==> src/design/gpop_pkg.sv <==
// Shared types, widths and helper functions for the grid path obstruction probe.
// No dependencies; every other file of the block but gpop_ram refers to it by scoped names.
package gpop_pkg;

  localparam int IN_DATA_W  = 80;
  localparam int OUT_DATA_W = 32;
  localparam int CELL_W     = 9;
  localparam int DIST_W     = 13;

  localparam logic CMD_MARK  = 1'b0;
  localparam logic CMD_PROBE = 1'b1;

  typedef enum logic [1:0] {
    KIND_MARK  = 2'd0,
    KIND_ZERO  = 2'd1,
    KIND_PROBE = 2'd2
  } kind_t;

  typedef struct packed {
    kind_t                kind;
    logic signed [15:0]   pos_x;
    logic signed [15:0]   pos_y;
    logic signed [15:0]   dir_x;
    logic signed [15:0]   dir_y;
    logic [DIST_W-1:0]    distance;
  } item_t;

  // Integer cell of a Q8.8 value, truncated toward zero.
  function automatic logic signed [CELL_W-1:0] cell_of(input logic signed [15:0] q);
    logic signed [16:0] w;
    logic signed [16:0] a;
    logic signed [9:0]  m;
    w = {q[15], q};
    a = -w;
    m = -$signed({1'b0, a[16:8]});
    if (q[15]) begin
      cell_of = m[8:0];
    end else begin
      cell_of = {1'b0, q[15:8]};
    end
  endfunction

  // Saturate a wide signed value to 16 bits.
  function automatic logic signed [15:0] sat16(input logic signed [31:0] v);
    if (v > 32'sd32767) begin
      sat16 = 16'sh7fff;
    end else if (v < -32'sd32768) begin
      sat16 = 16'sh8000;
    end else begin
      sat16 = v[15:0];
    end
  endfunction

endpackage

==> src/design/gpop_front.sv <==
// Input side: takes stream transactions, unpacks and classifies each item.
// Depends on gpop_pkg for the item record and kind codes.
module gpop_front (
  input  logic                          s_tvalid,
  output logic                          s_tready,
  input  logic [gpop_pkg::IN_DATA_W-1:0] s_tdata,
  input  logic                          s_tuser,
  input  logic                          q_full,
  output logic                          push,
  output gpop_pkg::item_t               item
);

  always_comb begin
    item.pos_x    = s_tdata[15:0];
    item.pos_y    = s_tdata[31:16];
    item.dir_x    = s_tdata[47:32];
    item.dir_y    = s_tdata[63:48];
    item.distance = s_tdata[76:64];
    if (s_tuser == gpop_pkg::CMD_MARK) begin
      item.kind = gpop_pkg::KIND_MARK;
    end else if (s_tdata[63:32] == 32'd0) begin
      item.kind = gpop_pkg::KIND_ZERO;
    end else begin
      item.kind = gpop_pkg::KIND_PROBE;
    end
  end

  assign s_tready = !q_full;
  assign push     = s_tvalid && !q_full;

endmodule

==> config.mk <==
export PLATFORM = sky130hd
export DESIGN_NAME = gpop_front
export DESIGN_NICKNAME = d
export VERILOG_FILES = /design/src/design/gpop_pkg.sv /design/src/design/gpop_front.sv
export SDC_FILE = /design/constraint.sdc
export NUM_CORES = 1
export LEC_CHECK = 0
export ABC_AREA = 1
export BUFFER_PORTS_ARGS = -buffer_cell sky130_fd_sc_hd__buf_2
export CORE_AREA = 2 2 63 65
export DETAILED_ROUTE_END_ITERATION = 7
export DIE_AREA = 0 0 65 67
export PLACE_DENSITY = 0.71
export SLEW_MARGIN = 30
export SYNTH_ARGS = -nofsm -noshare
export SYNTH_HDL_FRONTEND = slang
export SYNTH_SLANG_ARGS = --single-unit
==> constraint.sdc <==
create_clock -name vclk -period 0.8
set_input_delay 0 -clock vclk [all_inputs]
set_output_delay 0 -clock vclk [all_outputs]
set_load 0.05 [all_outputs]
Word level (Yosys, flattened, before mapping)
Cells that the tools add are included.
{ "classes": {"n_mux": 2, "n_reduce_logical": 3} }
{ "ops": {"columns": ["operator", "n"], "rows": [
  ["logical NOT 32 bit", 1],
  ["two-way mux 2 bit", 2],
  ["logical AND 1 bit", 1],
  ["logical NOT 1 bit", 1]
]} }
{ "word_totals": {"register_bits": 0, "inputBits": 83, "output_inout_bits": 81, "elab_cells": 5} }

Logic depth before layout (Yosys ltp)
{ "logic_depth": {"word_depth": 3, "mapped_depth": 6, "mapped_depth_nobuf": 6} }

Least setup slack after synthesis
Ideal clock, no wire load.
{ "synth_path": {"path_type": "in2out", "start": "in s_tdata[45] (netlist bit)", "end": "out item[77] (netlist bit)", "arrival_time_ns": 0.954, "t_required_ns": 0.800, "setup_slack_ns": -0.154, "stages": 5, "path_buffers": 0, "path_cell_list": "nor2_1 > nand2_1 > nor2_1 > nand2_1 > nor3_2"} }
{ "synth_rtl": {"columns": ["element", "line_no", "text"], "rows": [
  ["from (decl)", "gpop_front.sv:6", "input logic [gpop_pkg::IN_DATA_W-1:0] s_tdata,"],
  ["to (decl)", "gpop_front.sv:10", "output gpop_pkg::item_t item"]
]} }

==> impl_metrics.json <==
{
  "slew_viol_final": 0,
  "antenna_found_initial": 0,
  "seq_cell_count": 0,
  "holdCritPathClass": "in2out",
  "finalSetupViolCount": 1,
  "leakage_nw": 0.3835,
  "synth_cell_type_count": 5,
  "dr.pass1.iters": 2,
  "cts-hold-fix-buffers": 0,
  "cap_violations": 0,
  "vdd_drop_max_mv": 0.3168,
  "drt-total-wl_um": 1526,
  "final_nets": 193,
  "outcome": "complete, but fails checks",
  "stdcell_count": 156,
  "tns_ns": -0.01097,
  "yosysSeqAreaShare": 0,
  "post-place-cells": 156,
  "finalWorstSetupSlack_ns": -0.01097,
  "ys_warn_count": 0,
  "fmax_mhz": 1233,
  "core-area_um2": 3606,
  "cp-end-kind": "output port",
  "drt_first_iter_violations": 3,
  "fillers": 413,
  "rows": 22,
  "post-route-util": 0.1950,
  "synth_area_leaders": "buf_4 (80%), nor2_1 (12%), nand2_1 (5.2%)",
  "detail-route-antenna-nets": 0,
  "critPathKind": "in2out",
  "finalCritPeriodShare": 1.014,
  "syn_avg_cell_area_um2": 6.344,
  "cellPowerDensity_nw_per_um2": 871.6,
  "post-route-min-period_ns": 0.8110,
  "clock_buffers": 0,
  "yosysTopAreaCell": "buf_4",
  "required_ns": 0.80,
  "grt_pass1_vias": 469,
  "post-route-drc-count": 0,
  "critPathLaunchType": "primary input",
  "violations": "negative setup slack",
  "final_common_cell": "buf_2",
  "drive_above_1_share": 0.7963,
  "io_pins": 164,
  "syn_nets": 197,
  "netlist_area_um2": 723.2,
  "regArea_um2": 0,
  "n_antenna_cell": 0,
  "grt_pass1_wl_um": 1856,
  "cp_max_fo": 2,
  "dpl.hpwl_um": 1245,
  "avgRoutedWirePerCell_um": 9.782,
  "via_count": 556,
  "synthCells": 114,
  "final_cell_mix": "buf_2 (57), buf_6 (13), nor2_1 (12)",
  "worst_slew_pin_slew_ns": 0.2572,
  "slew_headroom": 0.8297,
  "port-buffer-count": 71,
  "dieWidth_um": 65,
  "overflow": 0,
  "synth_top_area_share": 0.7993,
  "hold_viol": 0,
  "critPathLaunch": "s_tdata[46]",
  "die_area_um2": 4355,
  "hp-start": "s_tdata[13]",
  "post_drt_via_cell_ratio": 3.564,
  "post-place-ws_ns": -0.2161,
  "syn2layout_area_growth_pct": -2.768,
  "post_cts_buffers": 0,
  "rsz0062_at_grt": "yes",
  "global_route.usage.total": 0.05364,
  "gp_congestion": 0.6672,
  "die_h_um": 67,
  "grt_max_degree": 3,
  "initial_core_util": 0.2006,
  "arrival_ns": 0.81
}
## cell type report
cell class | instances | area (um^2) | area share
inverter | 3 | 11.26 | 0.01601
multi-input combinational | 34 | 185.2 | 0.2633
tap | 48 | 60.06 | 0.08541
timing repair buffer | 71 | 446.7 | 0.6352
## critical path: stages
cell	delay, ns
buf_8	0.10
nor2_4	0.09
nand2_1	0.06
nor2_2	0.12
nand2_2	0.10
nor3_4	0.17
buf_6	0.17
## cell families (layout without fill, tap and decap cells)
group / count (synthesis) / in the layout / synth area share
buf+inv: 80 / 74 / 0.8149
simple gates: 34 / 34 / 0.1851
## synth_stat cells
master,count
nand2_1,10
inv_1,3
nor2_1,23
nor3_2,1
buf_4,77
## where the power goes
part / total, W / internal [W] / switching (W)
Clock: 0 / 0 / 0
Sequential: 0 / 0 / 0
Combinational: 0.000613 / 0.000183 / 0.000430
## worst paths after layout
| check | cells after the start | slack (ns) | end |
|---|---|---|---|
| setup / recovery | 7 | -0.01 | item[77] |
| hold / removal | 0 | 0.00002 | item[74] |
## stage by stage
| stage | cell area (um^2) | power (W) | hold WS [ns] |
|---|---|---|---|
| after CTS | 660.6 | 0.0005937 | 0.0003409 |
| final | 703.2 | 0.0006129 | 0.00001631 |
| after global routing | 703.2 | 0.0006429 | 0.00007182 |
| after global placement | 569.3 | 0.0005524 | 0.0003409 |
| after floorplan | 732.0 | 0.001097 | 0.1671 |
| after detailed placement | 569.3 | 0.0005556 | 0.0003409 |
## repair_timing
item | 4_1_cts | 5_1_grt
gates resized for setup | 21 | 12
endpoints found under the setup margin | 2 | 2
gates cloned | 0 | 0
pin swaps | 20 | 10
## metal layers
metal | vias to the layer above | global-route usage | part of all wire
met4 | 0 | 0.06117 | 0.095
met1 | 223 | 0.03403 | 0.22
met2 | 57 | 0.1095 | 0.52
met5 | - | 0 | 0
li1 | 252 | - | -
met3 | 24 | 0.01520 | 0.16
(Power assumes the default switching activity.)
