File: src/design/gpop_pkg.sv
// Shared types, widths and helper functions for the grid path obstruction probe.
// No dependencies; every other file of the block but gpop_ram refers to it by scoped names.
package gpop_pkg;

  localparam int IN_DATA_W  = 80;
  localparam int OUT_DATA_W = 32;
  localparam int CELL_W     = 9;
  localparam int DIST_W     = 13;

  localparam logic CMD_MARK  = 1'b0;
  localparam logic CMD_PROBE = 1'b1;

  typedef enum logic [1:0] {
    KIND_MARK  = 2'd0,
    KIND_ZERO  = 2'd1,
    KIND_PROBE = 2'd2
  } kind_t;

  typedef struct packed {
    kind_t                kind;
    logic signed [15:0]   pos_x;
    logic signed [15:0]   pos_y;
    logic signed [15:0]   dir_x;
    logic signed [15:0]   dir_y;
    logic [DIST_W-1:0]    distance;
  } item_t;

  // Integer cell of a Q8.8 value, truncated toward zero.
  function automatic logic signed [CELL_W-1:0] cell_of(input logic signed [15:0] q);
    logic signed [16:0] w;
    logic signed [16:0] a;
    logic signed [9:0]  m;
    w = {q[15], q};
    a = -w;
    m = -$signed({1'b0, a[16:8]});
    if (q[15]) begin
      cell_of = m[8:0];
    end else begin
      cell_of = {1'b0, q[15:8]};
    end
  endfunction

  // Saturate a wide signed value to 16 bits.
  function automatic logic signed [15:0] sat16(input logic signed [31:0] v);
    if (v > 32'sd32767) begin
      sat16 = 16'sh7fff;
    end else if (v < -32'sd32768) begin
      sat16 = 16'sh8000;
    end else begin
      sat16 = v[15:0];
    end
  endfunction

endpackage

File: src/design/gpop_queue.sv
// Two-entry queue of classified items between the front and back parts.
// Depends on gpop_pkg for the item record.
module gpop_queue (
  input  logic            clk,
  input  logic            rst,
  input  logic            push,
  input  gpop_pkg::item_t push_item,
  input  logic            pop,
  output gpop_pkg::item_t head,
  output logic            full,
  output logic            empty
);

  gpop_pkg::item_t slots [2];
  logic            wr_ptr;
  logic            rd_ptr;
  logic [1:0]      count;

  always_ff @(posedge clk) begin
    if (rst) begin
      wr_ptr <= 1'b0;
      rd_ptr <= 1'b0;
      count  <= 2'd0;
    end else begin
      if (push) begin
        wr_ptr <= !wr_ptr;
      end
      if (pop) begin
        rd_ptr <= !rd_ptr;
      end
      count <= count + 2'(push) - 2'(pop);
    end
  end

  always_ff @(posedge clk) begin
    if (push) begin
      slots[wr_ptr] <= push_item;
    end
  end

  assign head  = slots[rd_ptr];
  assign full  = (count == 2'd2);
  assign empty = (count == 2'd0);

endmodule

File: config.mk
export PLATFORM = sky130hd
export DESIGN_NAME = gpop_queue
export DESIGN_NICKNAME = d
export VERILOG_FILES = /design/src/design/gpop_pkg.sv /design/src/design/gpop_queue.sv
export SDC_FILE = /design/constraint.sdc
export NUM_CORES = 1
export LEC_CHECK = 0
export BUFFER_PORTS_ARGS = -buffer_cell sky130_fd_sc_hd__buf_2
export CAP_MARGIN = 25
export CORE_MARGIN = 8
export CORE_UTILIZATION = 40
export DETAILED_ROUTE_END_ITERATION = 10
export PLACE_DENSITY = 0.61
export SYNTH_ARGS = -nofsm -noshare
export SYNTH_HDL_FRONTEND = slang
export SYNTH_SLANG_ARGS = --single-unit
File: constraint.sdc
create_clock -name clk -period 12.8 [get_ports clk]
set_clock_uncertainty 0.15 [all_clocks]
set_input_delay 0.64 -clock clk [delete_from_list [all_inputs] [get_ports clk]]
set_output_delay 0.64 -clock clk [all_outputs]
set_load 0.02 [all_outputs]
== Word-level counts from Yosys, hierarchy flattened ==
Memories as Yosys holds them, arrays and structs flattened. A register that Yosys moved wholly into a read port is not among the register bits.
Cells that the tools add are included.

* Input bits: 83
* Word-level logic and storage cells: 14
* Memories kept: 1
* Memory bits (writable): 158
* Bits in registers: 4

* Reduce and logical (&&, ||, !) cells: 3
* Multiplexer cells: 4
* Equality and inequality tests: 1
* Add/subtract/negate cells: 2

{| class="wikitable"
|+ Memory list
! name !! words !! bits a word !! read ports !! clocked after Yosys merged registers in !! wr ports !! line !! source
|-
| slots || 2 || 79 || 1 || 1 || 1 || gpop_queue.sv:14 || <nowiki>gpop_pkg::item_t slots [2];</nowiki>
|}

{| class="wikitable"
|+ Operators with widths
! operator !! count
|-
| 2-to-1 mux 1 bit || 4
|-
| adder 2 x 1 -> 2 bit || 1
|-
| equality test 2 bit (second input constant) || 1
|-
| logical NOT 1 bit || 2
|-
| logical NOT 2 bit || 1
|-
| subtractor 2 x 1 -> 2 bit || 1
|}

== Longest topological paths before layout ==
* Word-level depth: 3
* Depth in mapped cells: 6
* Mapped depth without buffers: 6

== Worst setup path after synthesis ==
Ideal clock, no wire load.

* Kind: input-to-reg
* From: in push
* To: mem slots[0][0] in the netlist's numbering (enable)
* Buffers on the path: 0
* Cell stages on the path: 1
* Arrival: 4.095 ns
* Data required time: 12.124 ns
* Setup slack: 8.029 ns
* Library setup time: 0.526 ns
* Path through: nor2b_1

* Word-level cells in the longest chain between the ends: 2

{| class="wikitable"
|+ Ends and longest elaborated chain
! what !! line !! source
|-
| start, declared || gpop_queue.sv:6 || <nowiki>input logic push,</nowiki>
|-
| 2-to-1 mux 1 bit || gpop_queue.sv:36 || <nowiki>if (push) begin</nowiki>
|-
| 2-to-1 mux 1 bit (not written as such) || gpop_queue.sv:37 || <nowiki>slots[wr_ptr] <= push_item;</nowiki>
|-
| end, declared || gpop_queue.sv:14 ||
|}

Every way passes these cells.

==> out/metrics.yaml <==
logic_synthesis:
  ys_seq_elements: 163
  syn_avg_cell_area_um2: 22.3
  synth_commonest_cells: "edfxtp_1 (158), mux2_2 (69), mux2_4 (10), buf_2 (6)"
  yosysSeqAreaShare_pct: 81.4
  synth_cell_types: 13
  synth.most_common_cell: "edfxtp_1"
  synth_fp_nets: 352
  ys_top_cells_by_area: "edfxtp_1 (80%), mux2_2 (13%), mux2_4 (2.5%)"
  netlist.area_leader.share_pct: 79.7
  yosys_warnings: 0
  ys.flop_type: "edfxtp_1"
  synth-edff-count: 158
  synthCells: 267
  synth_top_area_cell: "edfxtp_1"
  syn_area_um2: 5950
  ys_async_sr_fraction_pct: 0
routing:
  drc: 0
  vias: 2979
  routed_wl_um: 11500
  wl_per_cell_um: 17.9
  vias_per_cell: 4.64
  detail_route.iter0.violations: 153
  final_antenna_net_count: 0
  drtPass1Iterations: 4
global_route:
  grt_pass1_vias: 3452
  grt_overflow: 0
  antenna_found_initial: 1
  track_usage_pct: 12.3
  grt_pass1_wl_um: 17300
  grt_max_degree: 50
power:
  total_power_mw: 1.28
  power_density_nw_per_um2: 168
  power_leakage_nw: 2.88
  switchingPower_uw: 289
  swShare_pct: 22.6
  max-vdd-ir-drop_uv: 93.8
  power_frac_clock_pct: 38.3
  power_frac_seq_pct: 49.5
  p_int_uw: 993
  combPwrFrac_pct: 12.2
clock_tree:
  cts.clk_slew.worst_paths_ns: 0.06
  cts_sinks: 163
  cts_tree: "built"
  cts-root-buf: "clkbuf_16"
  cts_buffer_depth: 2
  hold_buffers: 0
  cts_buffers: 17
  htreeDepth: 4
  cts.repair.resized: 0
  insertion_delay_ns: 0.41
  post_cts_buffers: 0
sta:
  tightest_slew_ns: 0.621
  drv_slew: 0
  hold_ws_ns: 0.261
  rsz0062_at_grt: "false"
  fin_crit_ns: 2.74
  fin_tns_setup_ns: 0
  setup_viol: 0
  relSlewSlack_pct: 58.5
  fin_ws_ns: 10.06
  finalCritPeriodShare_pct: 21.4
  finalHoldViolCount: 0
  clock.fmax_ghz: 0.365
floorplan:
  die_area_um2: 19000
  io_pins: 164
  die-height_um: 138
  fp-row-count: 44
  core-area_um2: 14500
  start_util_pct: 41.0
  die_x_um: 138
job:
  drv_cap: 0
layout:
  finish.utilization_pct: 52.4
  nets: 529
  syn_to_final_growth_pct: 28.0
  multiInputGateArea_um2: 1050
  area.sequential_um2: 4850
  fin_area_um2: 7620
  fillCellCount: 1243
  layout-drive-gt1-share_pct: 60.2
  fin_cells: 642
worst_setup_path:
  end_kind: "output port"
  rr_startpoint: "wr_ptr"
  cp.arrival_ns: 1.95
  required_ns: 12.01
  path_max_fanout: 49
  worstSetupStartpointType: "register"
  criticalPathCategory: "register to output port"
worst_hold_path:
  hold_start: "push_item[32]"
  hp-class: "input port to register"
placed_design:
  gp_congestion: 0.677
  port_buffers: 163
  place_area_um2: 7040
  hpwl_um: 7940
  post-place-ws_ns: 10.27
  placedCellCount: 609
outcome:
  status: "finished clean"
## worst max-delay path, cell delays in order, from the launching register on
cell and delay [ns]:
dfxtp_4 0.63, buf_16 0.32, mux2_2 0.39, buf_2 0.17
## metal layers
metal / up-vias / GRT usage [%] / routed length (um)
li1: 1402 / - / -
met1: 1460 / 12.8 / 4340
met2: 101 / 20.9 / 6050
met3: 14 / 5.62 / 899
met4: 2 / 5.85 / 172
met5: - / 0 / 12
## final timing paths
path | endpoint | slack [ns] | cells after the start
setup / recovery | head[66] | 10.06 | 3
setup reg to reg | slots[0][76] | 10.79 | 2
hold reg to reg | register | 0.38 | 2
hold / removal | slots[0][32] | 0.26 | 1
## flip-flops by register name (all words and copies together), names as in the netlist, named ones only
name	cells
wr_ptr	1
count	2
rd_ptr	1
slots	158
## power by group through the flow
stage | logic, mW | registers [mW] | clock network (mW)
finish | 0.156 | 0.635 | 0.492
global route | 0.168 | 0.638 | 0.526
CTS | 0.161 | 0.636 | 0.506
detailed placement | 0.160 | 0.647 | 0
global placement | 0.147 | 0.652 | 0
floorplan | 0.103 | 0.643 | 0
## logic make-up (layout without fill, tap and decap cells)
| kind of cell | after synthesis | in the layout | share of synthesized area (%) |
|---|---|---|---|
| buffers and inverters | 11 | 201 | 1.20 |
| muxes | 79 | 79 | 15.6 |
| DFF | 163 | 163 | 81.4 |
| other | 0 | 1 | 0 |
| xor gates and xnor gates | 3 | 3 | 0.673 |
| and+or+nand+nor | 9 | 9 | 0.736 |
| adders and majority gates | 2 | 2 | 0.420 |
## cells in the final DEF (no fill, tap or decap), types with 4 or more instances in the layout
master / synthesis / final
dfxtp_1: 5 / 4
nor2_1: 5 / 5
clkbuf_16: 0 / 17
buf_2: 6 / 163
mux2_4: 10 / 10
mux2_2: 69 / 69
edfxtp_1: 158 / 158
## layout make-up
class | count | area share [%]
well taps | 184 | 3.02
diodes | 1 | 0.0329
repair buffers | 167 | 11.9
flip-flops and latches | 163 | 63.7
multi-input cells | 93 | 13.7
clock buffers | 20 | 5.73
clock inverters | 12 | 1.82
inverters | 2 | 0.0986
Note: power is estimated with default switching activity, not from simulation.
